**config.mk**
```make
export PLATFORM = sky130hd
export DESIGN_NAME = gpio_irq_event_queue_top
export DESIGN_NICKNAME = d
export VERILOG_FILES = /design/src/rtl/gieq_pkg.sv /design/src/rtl/gieq_ram.sv /design/src/rtl/gieq_line_sel.sv /design/src/rtl/gpio_irq_event_queue_top.sv
export SDC_FILE = /design/constraint.sdc
export NUM_CORES = 2
export LEC_CHECK = 0
export BUFFER_PORTS_ARGS = -buffer_cell sky130_fd_sc_hd__buf_2
export CORE_MARGIN = 1
export CORE_UTILIZATION = 30
export CTS_BUF_LIST = sky130_fd_sc_hd__clkbuf_4
export DETAILED_ROUTE_END_ITERATION = 10
export HOLD_SLACK_MARGIN = 0.03
export SYNTH_ARGS = -nofsm -noshare
export SYNTH_HDL_FRONTEND = slang
export SYNTH_HIERARCHICAL = 1
export SYNTH_SLANG_ARGS = --single-unit
```
**constraint.sdc**
```tcl
create_clock -name clock -period 14.4 [get_ports clock]
set_clock_uncertainty 0.05 [all_clocks]
set_input_delay 2.16 -clock clock [delete_from_list [all_inputs] [get_ports clock]]
set_output_delay 2.16 -clock clock [all_outputs]
set_load 0.03 [all_outputs]
```
**src/rtl/gieq_pkg.sv**
```systemverilog
// Shared types, codes and constants of the GPIO interrupt event queue.
package gieq_pkg;

   // Default ring depth for the top-level parameter.
   localparam int RING_DEPTH_DEF = 64;
   // Most lines that are ever honored, and number of pins that can be selected.
   localparam int MAX_LINES = 4;
   localparam int PIN_COUNT = 16;

   // Width of a status word, and of the reported result fields.
   localparam int WORD_W  = 16;
   localparam int COUNT_W = 7;

   // Operation codes.
   localparam logic [1:0] OP_PUSH  = 2'd0;
   localparam logic [1:0] OP_POP   = 2'd1;
   localparam logic [1:0] OP_STATS = 2'd2;

   // Result codes.
   localparam logic [2:0] RC_OK         = 3'd0;
   localparam logic [2:0] RC_EMPTY      = 3'd1;
   localparam logic [2:0] RC_NOT_CONFIG = 3'd2;
   localparam logic [2:0] RC_DROPPED    = 3'd3;
   localparam logic [2:0] RC_NOTHING    = 3'd4;

   // Trigger codes; any other code follows the pin level.
   localparam logic [1:0] TRIG_RISING  = 2'd0;
   localparam logic [1:0] TRIG_FALLING = 2'd1;

   // Configuration register indexes.
   localparam logic [1:0] CSR_NUM_LINES   = 2'd0;
   localparam logic [1:0] CSR_PIN_MAP     = 2'd1;
   localparam logic [1:0] CSR_TRIGGER_MAP = 2'd2;
   localparam logic [1:0] CSR_ID_MAP      = 2'd3;

   typedef struct packed {
      logic [2:0]  num_lines;
      logic [15:0] pin_map;
      logic [7:0]  trigger_map;
      logic [31:0] id_map;
   } cfg_type;

   // Outcome of the line decode for one item.
   typedef struct packed {
      logic              configured;
      logic [WORD_W-1:0] active_mask;
      logic              load;
      logic              found;
      logic [WORD_W-1:0] rest_word;
      logic [7:0]        line_id;
      logic              edge_rise;
      logic              level;
   } sel_type;

endpackage

```
**src/rtl/gieq_ram.sv**
```systemverilog
// Generic single-port-write, single-port-read RAM with registered read data.
module gieq_ram #(
   parameter int WIDTH = 16,
   parameter int DEPTH = 64
) (
   input  logic                     clock,
   input  logic                     wr_en,
   input  logic [$clog2(DEPTH)-1:0] wr_addr,
   input  logic [WIDTH-1:0]         wr_data,
   input  logic [$clog2(DEPTH)-1:0] rd_addr,
   output logic [WIDTH-1:0]         rd_data
);

   logic [WIDTH-1:0] mem_ff [DEPTH];
   logic [WIDTH-1:0] rd_data_ff;

   always_ff @(posedge clock) begin
      if (wr_en) begin
         mem_ff[wr_addr] <= wr_data;
      end
      rd_data_ff <= mem_ff[rd_addr];
   end

   assign rd_data = rd_data_ff;

endmodule

```
**src/rtl/gieq_line_sel.sv**
```systemverilog
// Line decode: active pin mask and first-line priority select with edge and level.
module gieq_line_sel (
   input  gieq_pkg::cfg_type                  cfg,
   input  logic [gieq_pkg::WORD_W-1:0]        decode_word,
   input  logic [gieq_pkg::WORD_W-1:0]        head_word,
   input  logic [gieq_pkg::WORD_W-1:0]        pin_levels,
   output gieq_pkg::sel_type                  sel
);

   localparam int LINE_SLOTS = (gieq_pkg::MAX_LINES < 7) ? gieq_pkg::MAX_LINES : 7;

   logic [2:0]                  used;
   logic [31:0]                 pin_ext;
   logic [15:0]                 trig_ext;
   logic [63:0]                 id_ext;
   logic [gieq_pkg::WORD_W-1:0] mask [LINE_SLOTS];
   logic [gieq_pkg::WORD_W-1:0] active;
   logic [gieq_pkg::WORD_W-1:0] word_src;
   logic [gieq_pkg::WORD_W-1:0] sel_mask;
   logic [1:0]                  trig;
   logic [3:0]                  pin;
   logic                        found;
   logic [7:0]                  line_id;

   // Lines past the register width read as pin zero, rising edge, id zero.
   assign pin_ext  = 32'(cfg.pin_map);
   assign trig_ext = 16'(cfg.trigger_map);
   assign id_ext   = 64'(cfg.id_map);
   assign used     = (32'(cfg.num_lines) > gieq_pkg::MAX_LINES) ?
                     3'(gieq_pkg::MAX_LINES) : cfg.num_lines;

   always_comb begin
      active = '0;
      for (int i = 0; i < LINE_SLOTS; i++) begin
         pin     = pin_ext[4*i +: 4];
         mask[i] = '0;
         if ((3'(i) < used) && (32'(pin) < gieq_pkg::PIN_COUNT)) begin
            mask[i] = gieq_pkg::WORD_W'(1) << pin;
         end
         active = active | mask[i];
      end
   end

   assign word_src = (decode_word == '0) ? (head_word & active) : decode_word;

   always_comb begin
      found    = 1'b0;
      sel_mask = '0;
      trig     = gieq_pkg::TRIG_RISING;
      line_id  = '0;
      for (int i = 0; i < LINE_SLOTS; i++) begin
         if (!found && ((word_src & mask[i]) != '0)) begin
            found    = 1'b1;
            sel_mask = mask[i];
            trig     = trig_ext[2*i +: 2];
            line_id  = id_ext[8*i +: 8];
         end
      end
   end

   always_comb begin
      sel.configured  = (used != 3'd0);
      sel.active_mask = active;
      sel.load        = (decode_word == '0);
      sel.found       = found;
      sel.rest_word   = found ? (word_src & ~sel_mask) : '0;
      sel.line_id     = line_id;
      sel.level       = ((pin_levels & sel_mask) != '0);
      if (trig == gieq_pkg::TRIG_RISING) begin
         sel.edge_rise = 1'b1;
      end else if (trig == gieq_pkg::TRIG_FALLING) begin
         sel.edge_rise = 1'b0;
      end else begin
         sel.edge_rise = sel.level;
      end
   end

endmodule

```
**src/rtl/gpio_irq_event_queue_top.sv**
```systemverilog
// Top level of the GPIO interrupt event queue: channels, ring control and statistics.
//
//   Channel   Direction  Handshake               Carries
//   req_      in         req_valid / req_stall   operation, status word, pin levels, time
//   rsp_      out        rsp_valid / rsp_stall   result code, event fields, statistics
//   csr_      in         csr_write_enable        line count, pin, trigger and id maps
//
// One item is taken per clock cycle while req_stall is low. From input to result register
// the path is the line decode plus one index add and compare.
// Reset is synchronous and clears the indexes, counters, decode word and configuration;
// the status ring is not cleared, so there is no clearing pass after reset.
// While a result is stalled the input register holds its item, and the input channel
// stalls only when that register is full and the result is stalled.
module gpio_irq_event_queue_top #(
   parameter int RING_DEPTH = gieq_pkg::RING_DEPTH_DEF
) (
   input  logic        clock,
   input  logic        reset,

   input  logic        req_valid,
   output logic        req_stall,
   input  logic [1:0]  req_operation,
   input  logic [15:0] req_status_word,
   input  logic [15:0] req_pin_levels,
   input  logic [31:0] req_timestamp_us,

   output logic        rsp_valid,
   input  logic        rsp_stall,
   output logic [2:0]  rsp_result_code,
   output logic [7:0]  rsp_event_line,
   output logic        rsp_event_edge,
   output logic        rsp_event_level,
   output logic [31:0] rsp_event_time,
   output logic [6:0]  rsp_pending_count,
   output logic [31:0] rsp_drop_total,
   output logic [6:0]  rsp_peak_fill,

   input  logic        csr_write_enable,
   input  logic [1:0]  csr_index,
   input  logic [31:0] csr_write_data
);

   localparam int ADDR_W   = $clog2(RING_DEPTH);
   localparam int IDX_W    = $clog2(2 * RING_DEPTH);
   localparam int IDX_LAST = 2 * RING_DEPTH - 1;
   localparam int WORD_W   = gieq_pkg::WORD_W;
   localparam int COUNT_W  = gieq_pkg::COUNT_W;

   // The indexes run modulo twice the depth, so full and empty differ.
   function automatic logic [IDX_W-1:0] idx_inc(input logic [IDX_W-1:0] idx);
      return (idx == IDX_W'(IDX_LAST)) ? '0 : idx + 1'b1;
   endfunction

   function automatic logic [ADDR_W-1:0] idx_addr(input logic [IDX_W-1:0] idx);
      return (idx >= IDX_W'(RING_DEPTH)) ? ADDR_W'(idx - IDX_W'(RING_DEPTH)) : ADDR_W'(idx);
   endfunction

   function automatic logic [IDX_W-1:0] fill_of(input logic [IDX_W-1:0] w,
                                                input logic [IDX_W-1:0] r);
      return (w >= r) ? (w - r) : (w + IDX_W'(2 * RING_DEPTH) - r);
   endfunction

   // Configuration registers.
   gieq_pkg::cfg_type cfg_ff;
   gieq_pkg::cfg_type cfg_in;

   // Input register.
   logic              req_valid_ff, req_valid_in;
   logic [1:0]        req_op_ff;
   logic [WORD_W-1:0] req_status_ff;
   logic [WORD_W-1:0] req_levels_ff;
   logic [31:0]       req_time_ff;

   // Queue state.
   logic [IDX_W-1:0]  write_index_ff, write_index_in;
   logic [IDX_W-1:0]  read_index_ff, read_index_in;
   logic [31:0]       drop_ff, drop_in;
   logic [IDX_W-1:0]  peak_ff, peak_in;
   logic [WORD_W-1:0] decode_word_ff, decode_word_in;

   // Head-of-ring read path with bypass for a word written in the read cycle.
   logic              bypass_hit_ff, bypass_hit_in;
   logic [WORD_W-1:0] bypass_data_ff;
   logic [WORD_W-1:0] ram_rdata;
   logic [WORD_W-1:0] head_word;
   logic [ADDR_W-1:0] wr_addr;
   logic [ADDR_W-1:0] rd_addr;
   logic              wr_en;
   logic [WORD_W-1:0] push_word;

   // Result register.
   logic              rsp_valid_ff, rsp_valid_in;
   logic [2:0]        code_ff, code_in;
   logic [7:0]        line_ff, line_in;
   logic              edge_ff, edge_in;
   logic              level_ff, level_in;
   logic [31:0]       time_ff, time_in;
   logic [COUNT_W-1:0] pending_ff, pending_in;

   logic              fire;
   logic              req_take;
   logic [IDX_W-1:0]  fill_now;
   logic [IDX_W-1:0]  fill_after;

   gieq_pkg::sel_type sel;

   // The item in the input register completes when the result register can take it.
   assign fire      = req_valid_ff && !(rsp_valid_ff && rsp_stall);
   assign req_stall = req_valid_ff && !fire;
   assign req_take  = req_valid && !req_stall;

   assign fill_now  = fill_of(write_index_ff, read_index_ff);
   assign head_word = bypass_hit_ff ? bypass_data_ff : ram_rdata;
   assign push_word = req_status_ff & sel.active_mask;
   assign wr_addr   = idx_addr(write_index_ff);
   assign rd_addr   = idx_addr(read_index_in);

   gieq_line_sel u_line_sel (
      .cfg         (cfg_ff),
      .decode_word (decode_word_ff),
      .head_word   (head_word),
      .pin_levels  (req_levels_ff),
      .sel         (sel)
   );

   gieq_ram #(
      .WIDTH (WORD_W),
      .DEPTH (RING_DEPTH)
   ) u_ring (
      .clock   (clock),
      .wr_en   (wr_en),
      .wr_addr (wr_addr),
      .wr_data (push_word),
      .rd_addr (rd_addr),
      .rd_data (ram_rdata)
   );

   // Configuration writes.
   always_comb begin
      cfg_in = cfg_ff;
      if (csr_write_enable) begin
         unique case (csr_index)
            gieq_pkg::CSR_NUM_LINES:   cfg_in.num_lines   = csr_write_data[2:0];
            gieq_pkg::CSR_PIN_MAP:     cfg_in.pin_map     = csr_write_data[15:0];
            gieq_pkg::CSR_TRIGGER_MAP: cfg_in.trigger_map = csr_write_data[7:0];
            gieq_pkg::CSR_ID_MAP:      cfg_in.id_map      = csr_write_data;
            default:                   cfg_in = cfg_ff;
         endcase
      end
   end

   // Item processing: one operation against the queue state.
   always_comb begin
      write_index_in = write_index_ff;
      read_index_in  = read_index_ff;
      drop_in        = drop_ff;
      decode_word_in = decode_word_ff;
      wr_en          = 1'b0;
      code_in        = gieq_pkg::RC_OK;
      line_in        = '0;
      edge_in        = 1'b0;
      level_in       = 1'b0;
      time_in        = '0;
      if (fire) begin
         unique case (req_op_ff)
            gieq_pkg::OP_PUSH: begin
               if (push_word == '0) begin
                  code_in = gieq_pkg::RC_NOTHING;
               end else if (fill_now >= IDX_W'(RING_DEPTH)) begin
                  code_in = gieq_pkg::RC_DROPPED;
                  drop_in = drop_ff + 32'd1;
               end else begin
                  wr_en          = 1'b1;
                  write_index_in = idx_inc(write_index_ff);
               end
            end
            gieq_pkg::OP_POP: begin
               if (!sel.configured) begin
                  code_in = gieq_pkg::RC_NOT_CONFIG;
               end else if (sel.load && (fill_now == '0)) begin
                  code_in = gieq_pkg::RC_EMPTY;
               end else begin
                  if (sel.load) begin
                     read_index_in = idx_inc(read_index_ff);
                  end
                  // A word that matches no line any more is dropped as empty.
                  decode_word_in = sel.rest_word;
                  if (sel.found) begin
                     line_in  = sel.line_id;
                     edge_in  = sel.edge_rise;
                     level_in = sel.level;
                     time_in  = req_time_ff;
                  end else begin
                     code_in = gieq_pkg::RC_EMPTY;
                  end
               end
            end
            default: begin
               code_in = sel.configured ? gieq_pkg::RC_OK : gieq_pkg::RC_NOT_CONFIG;
            end
         endcase
      end
   end

   assign fill_after = fill_of(write_index_in, read_index_in);
   assign peak_in    = (fill_after > peak_ff) ? fill_after : peak_ff;
   assign pending_in = COUNT_W'(fill_after) + COUNT_W'(decode_word_in != '0);

   // A word written to the slot being read shows up through the bypass.
   assign bypass_hit_in = wr_en && (wr_addr == rd_addr);

   assign req_valid_in = req_take ? 1'b1 : (fire ? 1'b0 : req_valid_ff);
   assign rsp_valid_in = fire ? 1'b1 : (rsp_stall ? rsp_valid_ff : 1'b0);

   always_ff @(posedge clock) begin
      if (reset) begin
         cfg_ff         <= '0;
         req_valid_ff   <= 1'b0;
         rsp_valid_ff   <= 1'b0;
         write_index_ff <= '0;
         read_index_ff  <= '0;
         drop_ff        <= '0;
         peak_ff        <= '0;
         decode_word_ff <= '0;
         bypass_hit_ff  <= 1'b0;
      end else begin
         cfg_ff         <= cfg_in;
         req_valid_ff   <= req_valid_in;
         rsp_valid_ff   <= rsp_valid_in;
         write_index_ff <= write_index_in;
         read_index_ff  <= read_index_in;
         drop_ff        <= drop_in;
         peak_ff        <= peak_in;
         decode_word_ff <= decode_word_in;
         bypass_hit_ff  <= bypass_hit_in;
      end
   end

   // Payload registers carry no reset.
   always_ff @(posedge clock) begin
      if (req_take) begin
         req_op_ff     <= req_operation;
         req_status_ff <= req_status_word;
         req_levels_ff <= req_pin_levels;
         req_time_ff   <= req_timestamp_us;
      end
      if (wr_en) begin
         bypass_data_ff <= push_word;
      end
      if (fire) begin
         code_ff    <= code_in;
         line_ff    <= line_in;
         edge_ff    <= edge_in;
         level_ff   <= level_in;
         time_ff    <= time_in;
         pending_ff <= pending_in;
      end
   end

   // Statistics on each result are the values after its item.
   logic [31:0]        drop_stat_ff;
   logic [COUNT_W-1:0] peak_stat_ff;

   always_ff @(posedge clock) begin
      if (fire) begin
         drop_stat_ff <= drop_in;
         peak_stat_ff <= COUNT_W'(peak_in);
      end
   end

   assign rsp_valid         = rsp_valid_ff;
   assign rsp_result_code   = code_ff;
   assign rsp_event_line    = line_ff;
   assign rsp_event_edge    = edge_ff;
   assign rsp_event_level   = level_ff;
   assign rsp_event_time    = time_ff;
   assign rsp_pending_count = pending_ff;
   assign rsp_drop_total    = drop_stat_ff;
   assign rsp_peak_fill     = peak_stat_ff;

   // The ring never holds more than its depth.
   a_fill_bound: assert property (@(posedge clock) disable iff (reset)
      fill_now <= IDX_W'(RING_DEPTH))
      else $error("ring fill exceeds depth");

   // The recorded peak is never below the present fill.
   a_peak_covers_fill: assert property (@(posedge clock) disable iff (reset)
      peak_ff >= fill_now)
      else $error("peak fill below current fill");

   // A stored push grows the fill by exactly one.
   a_push_grows_fill: assert property (@(posedge clock) disable iff (reset)
      (fire && wr_en) |=> (fill_now == $past(fill_now) + 1'b1))
      else $error("stored push did not grow fill by one");

   // Event fields are zero on every result other than a completed event.
   a_event_quiet: assert property (@(posedge clock) disable iff (reset)
      (fire && (code_in != gieq_pkg::RC_OK)) |=>
         ((rsp_event_line == '0) && (rsp_event_time == '0) && !rsp_event_edge
          && !rsp_event_level))
      else $error("event fields set on a non-event result");

endmodule
```
**Word level (Yosys, flattened, before mapping)**

Memory sizes are Yosys's and may differ from the RTL's. A register that Yosys moved wholly into a read port is not among the register bits.
Cells that the tools add are included.

- Bits in registers: 304
- Bits in writable memories: 1024
- Bits of input ports: 105
- Output and inout bits: 93
- Word-level logic and storage cells: 170
- Memories: 1

- Add/sub/neg operators: 8
- Magnitude comparators: 9
- Equality and inequality tests: 9
- Shifts and indexed selects: 4
- Multiplexer cells: 65
- Bitwise logic cells: 15
- Reductions and logical operators: 34

Memory list:

| memory | depth | bits a word | read ports | clocked after memory_dff | wr ports | RTL line | text |
|---|---|---|---|---|---|---|---|
| u_ring.mem_ff | 64 | 16 | 1 | 1 | 1 | gieq_ram.sv:14 | `logic [WIDTH-1:0] mem_ff [DEPTH];` |

Operators with widths:

| operator | number |
|---|---|
| two-way mux 16 bit | 15 |
| AND 16 bit | 8 |
| two-way mux 32 bit | 4 |
| nonzero test 16 bit | 6 |
| two-way mux 7 bit | 12 |
| left shift 1 x 4 -> 16 bit (first input constant) | 4 |
| OR 16 bit | 3 |
| adder 32 x 1 -> 32 bit (second input constant) | 1 |
| zero test 16 bit | 2 |
| two-way mux 8 bit | 4 |
| >= comparator 7 bit (second input constant) | 3 |
| two-way mux 1 bit | 18 |
| inverter 16 bit | 1 |
| adder 7 x 1 -> 7 bit (second input constant) | 2 |
| equality test 7 bit (second input constant) | 2 |
| two-way mux 2 bit | 7 |
| subtractor 7 bit | 2 |
| two-way mux 6 bit | 2 |
| subtractor 6 x 1 -> 6 bit (second input constant) | 2 |
| logical AND 1 bit | 9 |
| AND reduction 2 bit | 4 |
| adder 7 x 1 -> 7 bit | 1 |
| > comparator 7 bit | 1 |
| zero test 7 bit | 1 |
| 15 further kinds | 30 |

**Longest topological paths before layout**

- Depth in word-level cells: 30
- Mapped depth: 32
- Depth with buffers taken out: 30

**Hierarchy**

Netlist, hierarchy kept.

Modules (own cells, without submodules):

| module | times used | cells each | area an instance (µm²) | seq. area each (µm²) |
|---|---|---|---|---|
| gieq_ram | 1 | 1829 | 40042.2 | 31069.8 |
| gpio_irq_event_queue_top | 1 | 1030 | 12270.5 | 7817.5 |
| gieq_line_sel | 1 | 544 | 3409.5 | 0.0 |

**Least setup slack after synthesis**

Ideal clock, no wire load.

- Path kind: input to register
- Start point: in rsp_stall
- End point: reg peak_stat_ff[1] (netlist: rsp_peak_fill[1]) (data pin)
- Setup time: 0.260 ns
- Data arrival time: 14.072 ns
- Data required time: 14.090 ns
- Slack: 0.018 ns
- Stages: 19
- Path buffers: 0
- Path through: a21boi_0 nand2_1 a21oi_2 nand2_1 inv_1 nand2_1 xnor2_1 ha_1 and2_1 nor3_1 a311o_1 a211oi_1 ha_1 nand2_1 o311ai_0 inv_1 and3_2 a2111oi_4 mux2_4

- Cells in the longest elaborated chain, start to end: 7
- Elaborated cells on any way between the ends: 8
- Classes of those cells: add/sub: 1; order compare: 1; mux: 3; reduce/logical: 3

Ends and longest elaborated chain:

| what | RTL line | text |
|---|---|---|
| start: declaration | gpio_irq_event_queue_top.sv:28 | `input logic rsp_stall,` |
| logical AND 1 bit | gpio_irq_event_queue_top.sv:108 | `assign fire = req_valid_ff && !(rsp_valid_ff && rsp_stall);` |
| zero test 1 bit | gpio_irq_event_queue_top.sv:108 |  |
| logical AND 1 bit | gpio_irq_event_queue_top.sv:108 |  |
| two-way mux 7 bit | gpio_irq_event_queue_top.sv:164 | `if (fire) begin` |
| named net write_index_in[2] | gpio_irq_event_queue_top.sv:75 | `logic [IDX_W-1:0] write_index_ff, write_index_in;` |
| subtractor 7 bit | gpio_irq_event_queue_top.sv:60 | `return (w >= r) ? (w - r) : (w + IDX_W'(2 * RING_DEPTH) - r);` |
| > comparator 7 bit | gpio_irq_event_queue_top.sv:206 | `assign peak_in = (fill_after > peak_ff) ? fill_after : peak_ff;` |
| two-way mux 7 bit | gpio_irq_event_queue_top.sv:206 |  |
| named net peak_in[1] | gpio_irq_event_queue_top.sv:78 | `logic [IDX_W-1:0] peak_ff, peak_in;` |
| end signal: assignment | gpio_irq_event_queue_top.sv:267 | `peak_stat_ff <= COUNT_W'(peak_in);` |
| end: declaration | gpio_irq_event_queue_top.sv:262 | `logic [COUNT_W-1:0] peak_stat_ff;` |

The timed path passes the listed nets, and every way through them passes these cells.
A chain may end at the register's enable or synchronous reset.

==> flow_metrics.py <==
metrics = {
    "status": {
        "status": "finished, final reports clean",
    },
    "critical_path": {
        "start_kind": "flop",
        "end_kind": "flop",
        "arrival_ns": 9.44,
        "crit_type": "reg2reg",
        "path_max_fanout": 66,
        "cp.required_ns": 15.31,
    },
    "die": {
        "dieArea_um2": 187500,
        "dieWidth_um": 433.0,
        "io_pins": 198,
        "num_rows": 157,
        "initial_utilization_pct": 30.31,
        "die_h_um": 433.0,
        "coreArea_um2": 183900,
    },
    "yosys": {
        "ys_warn_count": 6,
        "yosys.area.top_type": "edfxtp_1",
        "synth_top_family_by_area": "multiplexers",
        "syn_nets": 3531,
        "yosysSeqAreaShare_pct": 69.79,
        "synth-simple-area-share_pct": 8.295,
        "synth_compound_area_share_pct": 5.697,
        "netlist_area_um2": 55720,
        "synth_mux_area_share_pct": 12.58,
        "syn_inst": 3403,
        "netlist.area_leader.share_pct": 64.51,
        "synthXorXnorAreaFrac_pct": 0.8959,
        "synth-adder-area-share_pct": 0.5164,
        "syn_avg_cell_area_um2": 16.37,
        "async_reset_ff_share_pct": 0,
        "ys.flop_type": "edfxtp_1",
        "synth_seq_cells": 1344,
        "synth-edff-count": 1197,
        "synth_area_leaders": "edfxtp_1, mux4_2, dfxtp_1, mux2i_1, nand2_1",
        "yosysUniqueCellTypes": 105,
    },
    "cts": {
        "cts_htree_levels": 5,
        "clock-sinks": 1344,
        "cts_resized": 0,
        "cts_tree": "yes",
        "post_cts_buffers": 0,
        "cts_buffers": 362,
        "clk_latency_ns": 1.32,
        "hold_buffers": 0,
        "root_buffer": "clkbuf_4",
        "cts.path.max_buffers": 4,
        "clk_pin_slew_ns": 0.07,
    },
    "routing": {
        "drtIter0Drc": 2955,
        "dr_total_vias": 33290,
        "drc": 0,
        "wire_per_inst_um": 22.74,
        "firstDrtPassIters": 6,
        "via_per_inst": 5.035,
        "ant_nets": 0,
        "wl_um": 150400,
    },
    "place": {
        "dpl_cell_area_um2": 59720,
        "numPortBuffers": 197,
        "gp_congestion": 0.9235,
        "dp_hpwl_um": 93340,
        "dp_cells": 6001,
    },
    "finish": {
        "design_area_um2": 64040,
        "n_fill_cell": 17730,
        "layout.nets": 4029,
        "drive_gt1_share_pct": 29.20,
        "fin_cells": 6613,
        "syn_to_final_growth_pct": 14.93,
        "post-route-util_pct": 34.83,
    },
    "sta": {
        "rsz0062_at_grt": "false",
        "setup_tns_ns": 0,
        "slew_headroom_pct": 9.364,
        "period_needed_ns": 8.529,
        "worst_slew_pin_slew_ns": 1.348,
        "slew_violations": 0,
        "finalCritPeriodShare_pct": 59.23,
        "setup_viol": 0,
        "hold_viol": 0,
        "fmax_mhz": 117.2,
    },
    "power_and_ir_drop": {
        "power_mw": 7.589,
        "cellPowerDensity_nw_per_um2": 118.5,
        "ir_drop_v": 0.00006173,
        "p_leak_nw": 18.79,
    },
    "run": {
        "drv_cap": 0,
    },
    "grt": {
        "grt_pass1_wl_um": 219900,
        "antenna_found_initial": 6,
        "grt_overflow_total": 0,
        "grt_pass1_vias": 33330,
        "track_usage_pct": 15.75,
        "grt_max_degree": 93,
    },
    "hold_path": {
        "hold_path.class": "reg2reg",
    },
}
[Yosys cell counts (all sizes together), types with 54 or more instances]
| cell | count |
|---|---|
| nor2 | 193 |
| nand2 | 257 |
| dfxtp | 147 |
| mux2i | 131 |
| mux4 | 226 |
| buf | 95 |
| o21ai | 54 |
| edfxtp | 1197 |
| clkbuf | 89 |
| nor2b | 87 |
| a21oi | 120 |
| and2 | 89 |
| a22oi | 63 |
| nand3 | 71 |
[metal layers]
| metal | global-route usage (%) | vias up | share of wire, % |
|---|---|---|---|
| met5 | 0 | - | 0.023 |
| met4 | 6.342 | 4 | 3.2 |
| met3 | 3.434 | 299 | 7.1 |
| met2 | 25.32 | 1428 | 47 |
| met1 | 20.62 | 16910 | 42 |
| li1 | - | 14660 | - |
[critical path: stages (launching register included)]
cell and delay (ns):
dfxtp_1 0.79, a21oi_1 0.31, nor3_1 0.88, nand2_1 0.18, nand4_1 0.23, and2_2 0.18, buf_4 0.53, or2_2 0.25
nor4_4 0.07, a21oi_2 0.22, nand2_1 0.20, o31ai_1 0.42, ha_1 0.36, a21o_1 0.23, and2_1 0.18, o21ai_0 0.21
nand2b_1 0.11, a31oi_1 0.16, a21oi_1 0.07, xnor2_1 0.37, ha_1 0.26, nand2_1 0.12, o311ai_0 0.34, inv_1 0.09
and3_2 0.25, a2111oi_4 0.82, mux2_4 0.35
[kinds of logic after synthesis]
| logic type | Yosys count |
|---|---|
| simple gates | 899 |
| fa+ha+maj | 23 |
| buf+inv | 226 |
| compound gates | 446 |
| flops | 1344 |
| mux | 408 |
| xor+xnor | 57 |
[power breakdown]
| part | internal (mW) | total [mW] | switching [mW] |
|---|---|---|---|
| logic | 0.0426 | 0.155 | 0.112 |
| clock network | 1.69 | 3.19 | 1.50 |
| registers | 4.23 | 4.24 | 0.0174 |
[registers in the layout, summed over array words and instances, names as in the netlist, 8 cells and up]
| name | count |
|---|---|
| u_ring/mem_ff | 1024 |
| cfg_ff | 59 |
| drop_ff | 32 |
| req_time_ff | 32 |
| rsp_drop_total | 32 |
| rsp_event_time | 32 |
| bypass_data_ff | 16 |
| decode_word_ff | 16 |
| req_levels_ff | 16 |
| req_status_ff | 16 |
| u_ring/rd_data | 16 |
| rsp_event_line | 8 |
[through the flow]
stage,hold WS (ns),setup WS (ns)
6_report,0.4054,5.871
5_1_grt,0.4250,5.355
4_1_cts,0.4077,5.947
3_5_place_dp,0.3977,5.425
3_3_place_gp,0.3927,5.392
2_1_floorplan,0.3830,0.01810
[layout by cell type, fill, tap and decap left out, types with 11 or more instances in the layout]
cell | Yosys | routed
dfxtp_1 | 147 | 147
buf_4 | 14 | 121
mux4_2 | 222 | 222
xnor2_1 | 35 | 35
a22oi_1 | 63 | 63
nand3b_1 | 17 | 17
o21ai_0 | 49 | 48
clkbuf_4 | 1 | 517
and3_1 | 17 | 17
a21oi_1 | 119 | 119
mux2_2 | 46 | 46
nor2b_1 | 87 | 85
nand3_1 | 69 | 69
a22o_1 | 11 | 11
inv_1 | 40 | 37
mux2i_1 | 131 | 131
a211o_1 | 11 | 11
a221oi_1 | 24 | 24
nand2b_1 | 19 | 19
nand2_1 | 255 | 255
and2_2 | 1 | 14
edfxtp_1 | 1197 | 1197
clkinv_1 | 0 | 67
and4_1 | 13 | 13
nand4_1 | 36 | 36
nor2_1 | 190 | 187
nor3_1 | 32 | 30
xor2_1 | 22 | 22
a211oi_1 | 25 | 25
a31oi_1 | 29 | 29
ha_1 | 23 | 23
buf_2 | 43 | 196
nor4_1 | 15 | 15
and2_1 | 84 | 71
[layout make-up]
cell class	count	area (um^2)	share of cell area [%]
flip-flops and latches	1344	38890	60.72
multi-input cells	1833	15660	24.46
clock buffers	517	3881	6.061
well taps	2464	3083	4.814
repair buffers	318	1909	2.981
clock inverters	86	417.9	0.6526
inverters	42	177.7	0.2774
diodes	9	22.52	0.03517
[final timing paths]
path	slack [ns]	end	cells past startpoint	startpoint
worst max-delay path	5.87	rsp_peak_fill[2]	26	cfg_ff[58]
worst min-delay path	0.41	cfg_ff[15]	2	cfg_ff[15]
worst min register to register	0.41	cfg_ff[15]	2	cfg_ff[15]
worst max register to register	5.87	rsp_peak_fill[2]	26	cfg_ff[58]
Power figures use the tool's default switching activity.
